**src/hdl/lbs_pkg.sv**
```systemverilog
// ----------------------------------------------------------------------------
// lbs_pkg
// Shared constants, types and helpers of the linear blend skinning block:
// field widths, matrix store geometry, controller state and command types.
// ----------------------------------------------------------------------------
package lbs_pkg;

   // joints held in the matrix store
   localparam int MAX_JOINTS      = 64;
   localparam int ELEMS_PER_JOINT = 12;
   localparam int MAT_ROWS        = 4;
   localparam int MAT_COLS        = 3;

   // field widths
   localparam int JOINT_W  = 6;
   localparam int ELEM_W   = 4;
   localparam int DATA_W   = 32;
   localparam int WEIGHT_W = 16;

   // one bank per matrix row, addressed by joint*3 + column
   localparam int BANK_DEPTH  = MAX_JOINTS * MAT_COLS;
   localparam int ADDR_W      = (BANK_DEPTH > 1) ? $clog2(BANK_DEPTH) : 1;
   localparam int ADDR_CALC_W = (ADDR_W > JOINT_W + 2) ? ADDR_W : JOINT_W + 2;
   localparam int COL_W       = 2;

   // arithmetic widths
   localparam int PROD_W = 2 * DATA_W;          // exact point * element
   localparam int T_W    = 50;                  // transformed coordinate
   localparam int TW_W   = T_W + WEIGHT_W + 1;  // coordinate * weight
   localparam int ACC_W  = 64;                  // running sums
   localparam int FRAC_W = 16;                  // Q16.16 fraction bits
   localparam int WFRAC_W = 15;                 // Q1.15 fraction bits

   localparam logic [WEIGHT_W-1:0] WEIGHT_ONE = WEIGHT_W'(32768);

   // command codes
   localparam logic CMD_LOAD    = 1'b0;
   localparam logic CMD_CONTRIB = 1'b1;

   // controller states
   typedef enum logic [1:0] {
      ST_IDLE,
      ST_ISSUE,
      ST_DRAIN,
      ST_EMIT
   } lbs_state_type;

   // controller to datapath
   typedef struct packed {
      logic             capture;    // latch point, weight and joint of an item
      logic             mem_write;  // write one matrix element
      logic             issue;      // start one column through the pipeline
      logic [COL_W-1:0] col;        // column being issued
      logic             emit;       // move saturated sums to output, clear sums
   } lbs_cmd_type;

   // datapath to controller
   typedef struct packed {
      logic pipe_busy;  // a column is still in flight
      logic rsp_full;   // output register holds an item that is not taken
   } lbs_status_type;

   // joint lies inside the store
   function automatic logic joint_in_range(input logic [JOINT_W-1:0] joint);
      return (int'(joint) < MAX_JOINTS);
   endfunction

   // matrix row of an element index
   function automatic logic [1:0] elem_row(input logic [ELEM_W-1:0] element);
      logic [1:0] row;
      if (element >= ELEM_W'(9)) begin
         row = 2'd3;
      end else if (element >= ELEM_W'(6)) begin
         row = 2'd2;
      end else if (element >= ELEM_W'(3)) begin
         row = 2'd1;
      end else begin
         row = 2'd0;
      end
      return row;
   endfunction

   // matrix column of an element index
   function automatic logic [COL_W-1:0] elem_col(input logic [ELEM_W-1:0] element);
      logic [ELEM_W-1:0] rest;
      rest = element - ELEM_W'(3) * ELEM_W'(elem_row(element));
      return rest[COL_W-1:0];
   endfunction

endpackage

```
**src/hdl/lbs_ctrl.sv**
```systemverilog
// ----------------------------------------------------------------------------
// lbs_ctrl
// Sequencer: accepts items, issues the three matrix columns of a
// contribution, waits for the pipeline to drain and hands off results.
// ----------------------------------------------------------------------------
module lbs_ctrl
   import lbs_pkg::*;
(
   input  logic               clock,
   input  logic               reset,
   input  logic               req_valid,
   input  logic               req_command,
   input  logic [JOINT_W-1:0] req_joint,
   input  logic               req_last,
   output logic               req_ready,
   input  lbs_status_type     status,
   output lbs_cmd_type        cmd
);

   lbs_state_type    state_ff, state_in;
   logic [COL_W-1:0] col_ff, col_in;
   logic             last_ff, last_in;

   // state registers
   always_ff @(posedge clock) begin
      if (reset) begin
         state_ff <= ST_IDLE;
         col_ff   <= '0;
         last_ff  <= 1'b0;
      end else begin
         state_ff <= state_in;
         col_ff   <= col_in;
         last_ff  <= last_in;
      end
   end

   // next state and commands
   always_comb begin
      state_in      = state_ff;
      col_in        = col_ff;
      last_in       = last_ff;
      req_ready     = 1'b0;
      cmd           = '0;
      cmd.col       = col_ff;

      case (state_ff)
         ST_IDLE: begin
            req_ready = 1'b1;
            if (req_valid) begin
               cmd.capture = 1'b1;
               last_in     = req_last;
               col_in      = '0;
               if (req_command == CMD_LOAD) begin
                  cmd.mem_write = 1'b1;
               end else if (joint_in_range(req_joint)) begin
                  state_in = ST_ISSUE;
               end else if (req_last) begin
                  state_in = ST_EMIT;
               end
            end
         end

         // one column per cycle
         ST_ISSUE: begin
            cmd.issue = 1'b1;
            if (col_ff == COL_W'(MAT_COLS - 1)) begin
               state_in = ST_DRAIN;
            end else begin
               col_in = col_ff + 1'b1;
            end
         end

         ST_DRAIN: begin
            if (!status.pipe_busy) begin
               state_in = last_ff ? ST_EMIT : ST_IDLE;
            end
         end

         // wait for room in the output register
         ST_EMIT: begin
            if (!status.rsp_full) begin
               cmd.emit = 1'b1;
               state_in = ST_IDLE;
            end
         end

         default: begin
            state_in = ST_IDLE;
         end
      endcase
   end

endmodule

```
**config.mk**
```make
export PLATFORM = sky130hd
export DESIGN_NAME = lbs_ctrl
export DESIGN_NICKNAME = d
export VERILOG_FILES = /design/src/hdl/lbs_pkg.sv /design/src/hdl/lbs_ctrl.sv
export SDC_FILE = /design/constraint.sdc
export NUM_CORES = 1
export LEC_CHECK = 0
export BUFFER_PORTS_ARGS = -buffer_cell sky130_fd_sc_hd__buf_2
export CORE_AREA = 2 2 39 41
export DETAILED_ROUTE_END_ITERATION = 7
export DIE_AREA = 0 0 41 43
export GPL_TIMING_DRIVEN = 1
export SYNTH_ARGS = -nofsm -noshare
export SYNTH_HDL_FRONTEND = slang
export SYNTH_SLANG_ARGS = --single-unit
```
**constraint.sdc**
```tcl
create_clock -name clock -period 1.5 [get_ports clock]
set_clock_uncertainty 0.15 [all_clocks]
set_input_delay 0.225 -clock clock [delete_from_list [all_inputs] [get_ports clock]]
set_output_delay 0.225 -clock clock [all_outputs]
set_load 0.02 [all_outputs]
```
# == Word-level counts from Yosys, hierarchy flattened ==
# Cells that the tools add are included.
# totals
ff_bits,5
wordCells,36
# classes
add_sub_neg,1
n_eq_ne,10
n_mux,17
reduce_logical,5
# ops
operator,n
two-way mux 2 bit,10
"!= test 2 bit, second input constant",6
one-hot mux 2 bit (4 select lines),1
"== test 2 bit, second input constant",3
two-way mux 1 bit,5
AND reduction 5 bit,1
one-hot mux 2 bit (2 select lines),1
AND reduction 3 bit,1
"adder 2 x 1 -> 2 bit, second input constant",1
"== test 2 x 1 -> 1 bit, second input constant",1
logical NOT 2 bit,1
AND reduction 2 bit,1
nonzero test 2 bit,1

# == Depth between registers and ports, before layout ==
# Gate-level depths: netlist of the first run.
# logic_depth
ltp_word,3
mapped_depth,5
depth_no_buf,5

# == Least setup slack after synthesis of the first run ==
# No wires, ideal clock.
# synth_timing
kind,register -> register
start,register col_ff[0]
end,register col_ff[0]
setup_ns,0.070
t_arrival_ns,1.365
t_required_ns,1.280
path_slack_ns,-0.085
path_stages_with_launch,6
cell_sequence,dfxtp_1 -> inv_1 -> ha_1 -> or3b_1 -> nand2b_1 -> a21oi_1
# synth_via
elab_chain_len,3
# synth_lines
element,line,source
from (decl),lbs_ctrl.sv:21,"logic [COL_W-1:0] col_ff, col_in;"
from (signal assigned),lbs_ctrl.sv:32,col_ff <= col_in;
adder 2 x 1 -> 2 bit or == test 2 bit (tied branches),"lbs_ctrl.sv:69, lbs_ctrl.sv:66",
two-way mux 2 bit or != test 2 bit (tied branches),--,
one-hot mux 2 bit (2 select lines) or AND reduction 3 bit (tied branches),--,
# Parallel ways exist; a longest one is shown, timed or not. The select of a mux whose other input is x is not followed.
# A chain may end at the register's enable or synchronous reset.

==> results of run 1 <==
[kinds of logic after synthesis]
group,count (synthesis),synth area share (%)
AND/OR/NAND/NOR,17,31.0
AO/OA/AOI/OAI,8,15.9
buffers and inverters,5,10.7
flip-flops,5,31.7
multiplexers,2,6.75
adder cells (fa/ha/maj),1,3.97
[per-layer routing]
layer	GRT usage (%)	vias up
met3	3.14	4
li1	-	180
met2	14.1	11
met4	12.0	0
met1	12.6	151
met5	0	-
[through the flow]
step	total power, mW	cell area, µm²	hold WS (ns)
2_1_floorplan	0.230	319	0.134
3_3_place_gp	0.265	412	0.316
3_5_place_dp	0.266	412	0.313
4_1_cts	0.462	488	0.0535
5_1_grt	0.515	549	0.0649
6_report	0.487	549	0.0533
[path summary, 6_finish.rpt]
| path | end | cells past startpoint |
|---|---|---|
| max | cmd[4] | 3 |
| min | col_ff[0]$_SDFFE_PP0P_ | 2 |
| max reg2reg | col_ff[0]$_SDFFE_PP0P_ | 5 |
| min reg2reg | col_ff[0]$_SDFFE_PP0P_ | 2 |
[timing repair]
action                     in CTS  in global routing
pin swaps                       2                  4
resized for setup              12                 12
buffers inserted                2                  2
setup endpoints to repair       4                  8
[sequential cells by signal (all words and copies together), names as in the netlist]
name,cells
col_ff,2
state_ff,2
last_ff,1
[cell usage in the layout (no fill, tap or decap), types with 2 or more instances in the layout]
cell type  n
nor2_4     2
buf_6      7
nand2b_1   2
nand2_1    2
dfxtp_1    2
dfxtp_4    3
buf_2      9
nor2_1     3
buf_4      5
nand3_1    2
a21oi_1    2
inv_1      3
clkbuf_4   3
[area by class of cell]
class / count / area share, %
Clock buffer: 4 / 4.78
Sequential cell: 5 / 20.3
Tap cell: 16 / 3.64
Inverter: 3 / 2.05
Timing Repair Buffer: 21 / 29.4
Multi-Input combinational cell: 28 / 39.9
[power groups by stage]
stage	Combinational (mW)	Sequential, mW	Clock, mW
finish	0.171	0.149	0.167
global route	0.184	0.151	0.181
CTS	0.144	0.149	0.169
detailed placement	0.111	0.155	0
global placement	0.110	0.155	0
floorplan	0.0754	0.154	0
==> metrics.md, run 1 <==
| Metric | Value |
|---|---|
| R2R setup slack | 0.01 ns |
| TritonCTS clock tree | done |
| Synth top area share | 31.7% |
| Synth top cells by count | 5 x dfxtp_1, 5 x nor2_1, 3 x a21oi_1, 3 x inv_1 |
| CP Launch Type | flop |
| Largest net degree at the start of global routing | 8 |
| Layout fillers | 147 |
| Dpl hpwl | 541 µm |
| Total gr overflow | 0 |
| Synth Cell Area | 315 µm² |
| First-pass GRT wire length | 1.24 mm |
| Largest delay share family, worst path | simple AND/OR/NAND/NOR gates |
| MaxCap Viol Count | 0 |
| Post-synthesis cell count | 38 |
| Unrepaired setup endpoints after global routing | true |
| Inserted Clock Buffers | 3 |
| Die Y-Extent | 43 µm |
| Switching share of power | 31.3% |
| Flop pwr share | 30.6% |
| Register bit total from synthesis | 5 |
| Met3 routed WL | 28 µm |
| Met2 WL | 451 µm |
| Failing checks | setup timing |
| Drt drc | 0 |
| Via count | 346 |
| Max Clock Freq | 623 MHz |
| Final Non-Filler Cells | 77 |
| Initial Util | 22.8% |
| Clock network power share | 34.3% |
| Slowest CP cell | or3b_4 |
| Port Buffer Count | 13 |
| CTS Hold Bufs | 0 |
| Placed insts | 69 |
| NumNets Final | 76 |
| Crit path cell chain | or3b_4 > nor2_4 > buf_6 |
| Max stage delay on crit path | 0.42 ns |
| Net Switching | 0.152 mW |
| Total global-route track usage | 10.9% |
| Worst slew margin | 81.0% |
| Post-layout min period | 1.61 ns |
| CP Class | flop to primary output |
| Primary FF master, synth | dfxtp_1 |
| Metal-1 WL | 355 µm |
| Maximum buffer depth of the clock tree | 2 |
| Status | finished, violations left |
| DRT antenna net count | 0 |
| Root buffer cell | clkbuf_4 |
| Largest cells by area after synthesis | dfxtp_1 32%, buf_6 7.1%, nor2_1 6.0% |
| Pre-CTS WS | 0.0155 ns |
| CP Capture Type | primary output |
| Crit-path max FO | 4 |
| Site Rows | 14 |
| Post-synth ARST share | 0% |
| CP arrival | 1.23 ns |
| Area Growth Syn to Fin | 74.2% |
| I/O Pins | 20 |
| CTS clk-pin slew, worst paths | 0.05 ns |
| Post-synth cell types | 21 |
| Post-synth net total | 52 |
| Share of cells above drive strength 1 | 57.4% |
| Vias in the first global route | 319 |
| Final estimated routing congestion in global placement | 0.749 |
| Slew Limit Fails | 0 |
| Final Hold Vio Count | 0 |
| Worst R2R Start | col_ff[0]$_SDFFE_PP0P_ |
| Fin crit share | 107% |
| Initial antenna violation count | 0 |
| Clock sinks | 5 |
| Syn avg cell area | 8.30 µm² |
| Worst Setup SP | state_ff[1]$_SDFFE_PP0P_ |
| Maximum vdd drop | 0.000443 V |
| Worst Slack Setup Final | -0.105 ns |
| Sequential element share of the synthesized area | 31.7% |
| Area occupied by registers | 111 µm² |
| Clock Latency Late Sink | 0.25 ns |
| WL final | 867 µm |
| ANT cells | 0 |
| Post-synth EDFFs | 0 |
| P per Cell Area | 886 mW/mm² |
| DRT iter0 DRCs | 3 |
| Slew @ Worst Pin | 0.281 ns |
| Leakage power | 0.240 nW |
| Final Setup Violations | 3 |
| CP required | 1.12 ns |
| Die X | 41 µm |
| Synth Warn # | 0 |
| Logic pwr share | 35.1% |
| Min-delay worst type | primary input to flop |
| Hold_sp | reset |
| Max layer used | met4 |
| Initial DRT Pass Iterations | 3 |
| Power Internal | 0.334 mW |
| Dominant cell type by area after synthesis | dfxtp_1 |
| WL/cell | 11.3 µm |
| Setup tns final | -0.197 ns |
| Core area | 0.00138 mm² |
| Die area | 0.00176 mm² |
| Area of the multi-input gates | 219 µm² |
| Final Util | 39.7% |
| H-tree depth | 1 |
| Worst Path Buf+Inv | 1 |
| Vias/cell | 4.49 |
Note: power is estimated with default switching activity, not from simulation.
==> run 2, diff against run 1 <==
--- a/config.mk
+++ b/config.mk
@@ -6,10 +6,12 @@
 export NUM_CORES = 1
 export LEC_CHECK = 0
 export BUFFER_PORTS_ARGS = -buffer_cell sky130_fd_sc_hd__buf_2
-export CORE_AREA = 2 2 39 41
+export CELL_PAD_IN_SITES_DETAIL_PLACEMENT = 0
+export CELL_PAD_IN_SITES_GLOBAL_PLACEMENT = 1
+export CORE_UTILIZATION = 23
 export DETAILED_ROUTE_END_ITERATION = 7
-export DIE_AREA = 0 0 41 43
 export GPL_TIMING_DRIVEN = 1
+export PLACE_DENSITY_LB_ADDON = 0.1
 export SYNTH_ARGS = -nofsm -noshare
 export SYNTH_HDL_FRONTEND = slang
 export SYNTH_SLANG_ARGS = --single-unit
==> run 2 against run 1 <==
  * The flow still finishes with violations (setup timing)
  * Power down 2.9%
  * Highest routed layer is now met3
  * Combinational power about the same
  * Hold slack better by 0.010 ns
  * Non-clock buffer count down 1
  * Critical path depth unchanged
  * Critical path type unchanged
  * Register-to-register slack better by 0.02 ns
  * Global-route usage up 2.9 points
==> metrics.md, run 2 (synthesis results as in run 1) <==
| Metric | Value |
|---|---|
| Status | finished, violations left |
| Failing checks | setup timing |
| Setup tns final | -0.0947 ns |
| Share of cells above drive strength 1 | 63.3% |
| Met3 routed WL | 51 µm |
| Met2 WL | 427 µm |
| Min-delay worst type | primary input to flop |
| I/O Pins | 20 |
| Vias/cell | 4.58 |
| Drt drc | 0 |
| R2R Path End | col_ff[0]$_SDFFE_PP0P_ |
| Max layer used | met3 |
| Slowest CP cell | or3b_4 |
| Worst Reg2Reg Path Length in Cells | 5 |
| Initial Util | 26.6% |
| Post-layout min period | 1.57 ns |
| Clock Latency Late Sink | 0.24 ns |
| WHS | 0.0634 ns |
| Dpl hpwl | 613 µm |
| Largest net degree at the start of global routing | 8 |
| Site Rows | 12 |
| Total global-route track usage | 13.8% |
| Die Y-Extent | 39.0 µm |
| TritonCTS clock tree | done |
| Final total power | 0.472 mW |
| Clock sinks | 5 |
| Dpl cell area | 417 µm² |
| Max stage delay on crit path | 0.38 ns |
| DRT iter0 DRCs | 3 |
| CP required | 1.12 ns |
| Worst slew margin | 82.3% |
| Slew Limit Fails | 0 |
| WL/cell | 11.7 µm |
| Initial DRT Pass Iterations | 2 |
| MaxCap Viol Count | 0 |
| Total gr overflow | 0 |
| Final Util | 46.9% |
| Core area | 0.00119 mm² |
| Slew @ Worst Pin | 0.264 ns |
| P per Cell Area | 848 mW/mm² |
| Worst R2R Start | col_ff[0]$_SDFFE_PP0P_ |
| Crit-path max FO | 3 |
| Die X | 39.0 µm |
| ANT cells | 0 |
| CP Launch Type | flop |
| CTS clk-pin slew, worst paths | 0.04 ns |
| Final estimated routing congestion in global placement | 0.667 |
| H-tree depth | 1 |
| CP arrival | 1.20 ns |
| Leakage power | 0.244 nW |
| Worst Slack Setup Final | -0.0708 ns |
| Via count | 339 |
| Worst hold stages | 2 |
| First-pass GRT wire length | 1.39 mm |
| Final instance area | 557 µm² |
| R2R setup slack | 0.03 ns |
| Root buffer cell | clkbuf_4 |
| Initial antenna violation count | 0 |
| DRT antenna net count | 0 |
| CP Capture Type | primary output |
| Worst Setup SP | state_ff[0]$_SDFFE_PP0P_ |
| CP Class | flop to primary output |
| Final Hold Vio Count | 0 |
| Critical Path Sink | cmd[4] |
| Vias in the first global route | 338 |
| NumNets Final | 75 |
| Inserted Clock Buffers | 3 |
| WL final | 865 µm |
| Most frequent cells in the layout | 10 x buf_2, 6 x buf_4, 5 x nor2_1, 4 x buf_6, 3 x clkbuf_4 |
| Die area | 0.00152 mm² |
| Max Clock Freq | 637 MHz |
| Top flop regs | col_ff: 2 flops, state_ff: 2 flops, last_ff: 1 flops |
| Area Growth Syn to Fin | 76.6% |
| Metal-1 WL | 386 µm |
| Maximum vdd drop | 0.000538 V |
| Final Setup Violations | 2 |
| Port Buffer Count | 13 |
| Maximum buffer depth of the clock tree | 2 |
| Unrepaired setup endpoints after global routing | true |
| Fin crit share | 105% |
| Most common cell after layout, fill and taps aside | buf_2 |
| Crit path cell chain | or3b_4 > nor2_1 > buf_4 |
-- run 2: what timing repair did --
| action | 4_1_cts | 5_1_grt |
|---|---|---|
| hold buffers | 0 | 0 |
| pin swaps | 2 | 6 |
| setup buffers | 2 | 0 |
| setup endpoints to repair | 3 | 7 |
| gates resized for setup | 8 | 15 |
-- run 2: how the worst min path moves through the flow --
stage,startpoint,to,slack (ns)
3_5_place_dp,reset,col_ff[0]$_SDFFE_PP0P_,0.31
6_report,reset,col_ff[0]$_SDFFE_PP0P_,0.06
4_1_cts,reset,col_ff[0]$_SDFFE_PP0P_,0.06
2_1_floorplan,reset,col_ff[0]$_SDFFE_PP0P_,0.13
3_3_place_gp,reset,col_ff[0]$_SDFFE_PP0P_,0.31
5_1_grt,reset,col_ff[0]$_SDFFE_PP0P_,0.06
-- run 2: final cells by class --
class	instances	area, µm²
timing repair buffer	20	140
sequential	5	110
inverter	3	11.3
fill	114	629
multi-input combinational	28	251
clock buffer	4	26.3
tap	14	17.5
-- run 2: per-stage QoR --
stage          setup slack (ns)  std cells
2_1_floorplan          0.000646         38
3_3_place_gp             0.0286         68
3_5_place_dp             0.0129         68
4_1_cts                  -0.111         74
5_1_grt                  -0.118         74
6_report                -0.0708         74
-- run 2: critical path, delay by kind of cell, from the launching register on --
| family | cells | cell delay (ns) |
|---|---|---|
| buf+inv | 1 | 0.14 |
| flops | 1 | 0.34 |
| simple gates | 2 | 0.47 |
-- run 2: where the power goes --
part           total, mW  internal [mW]  switching [mW]
clock network      0.151          0.100          0.0508
logic              0.170         0.0893          0.0803
registers          0.152          0.143         0.00833
-- run 2: metal layers --
metal / GRT usage (%) / up-vias
met5: 0 / -
met2: 21.3 / 13
met1: 17.1 / 149
met3: 6.94 / 0
li1: - / 177
met4: 2.59 / 0
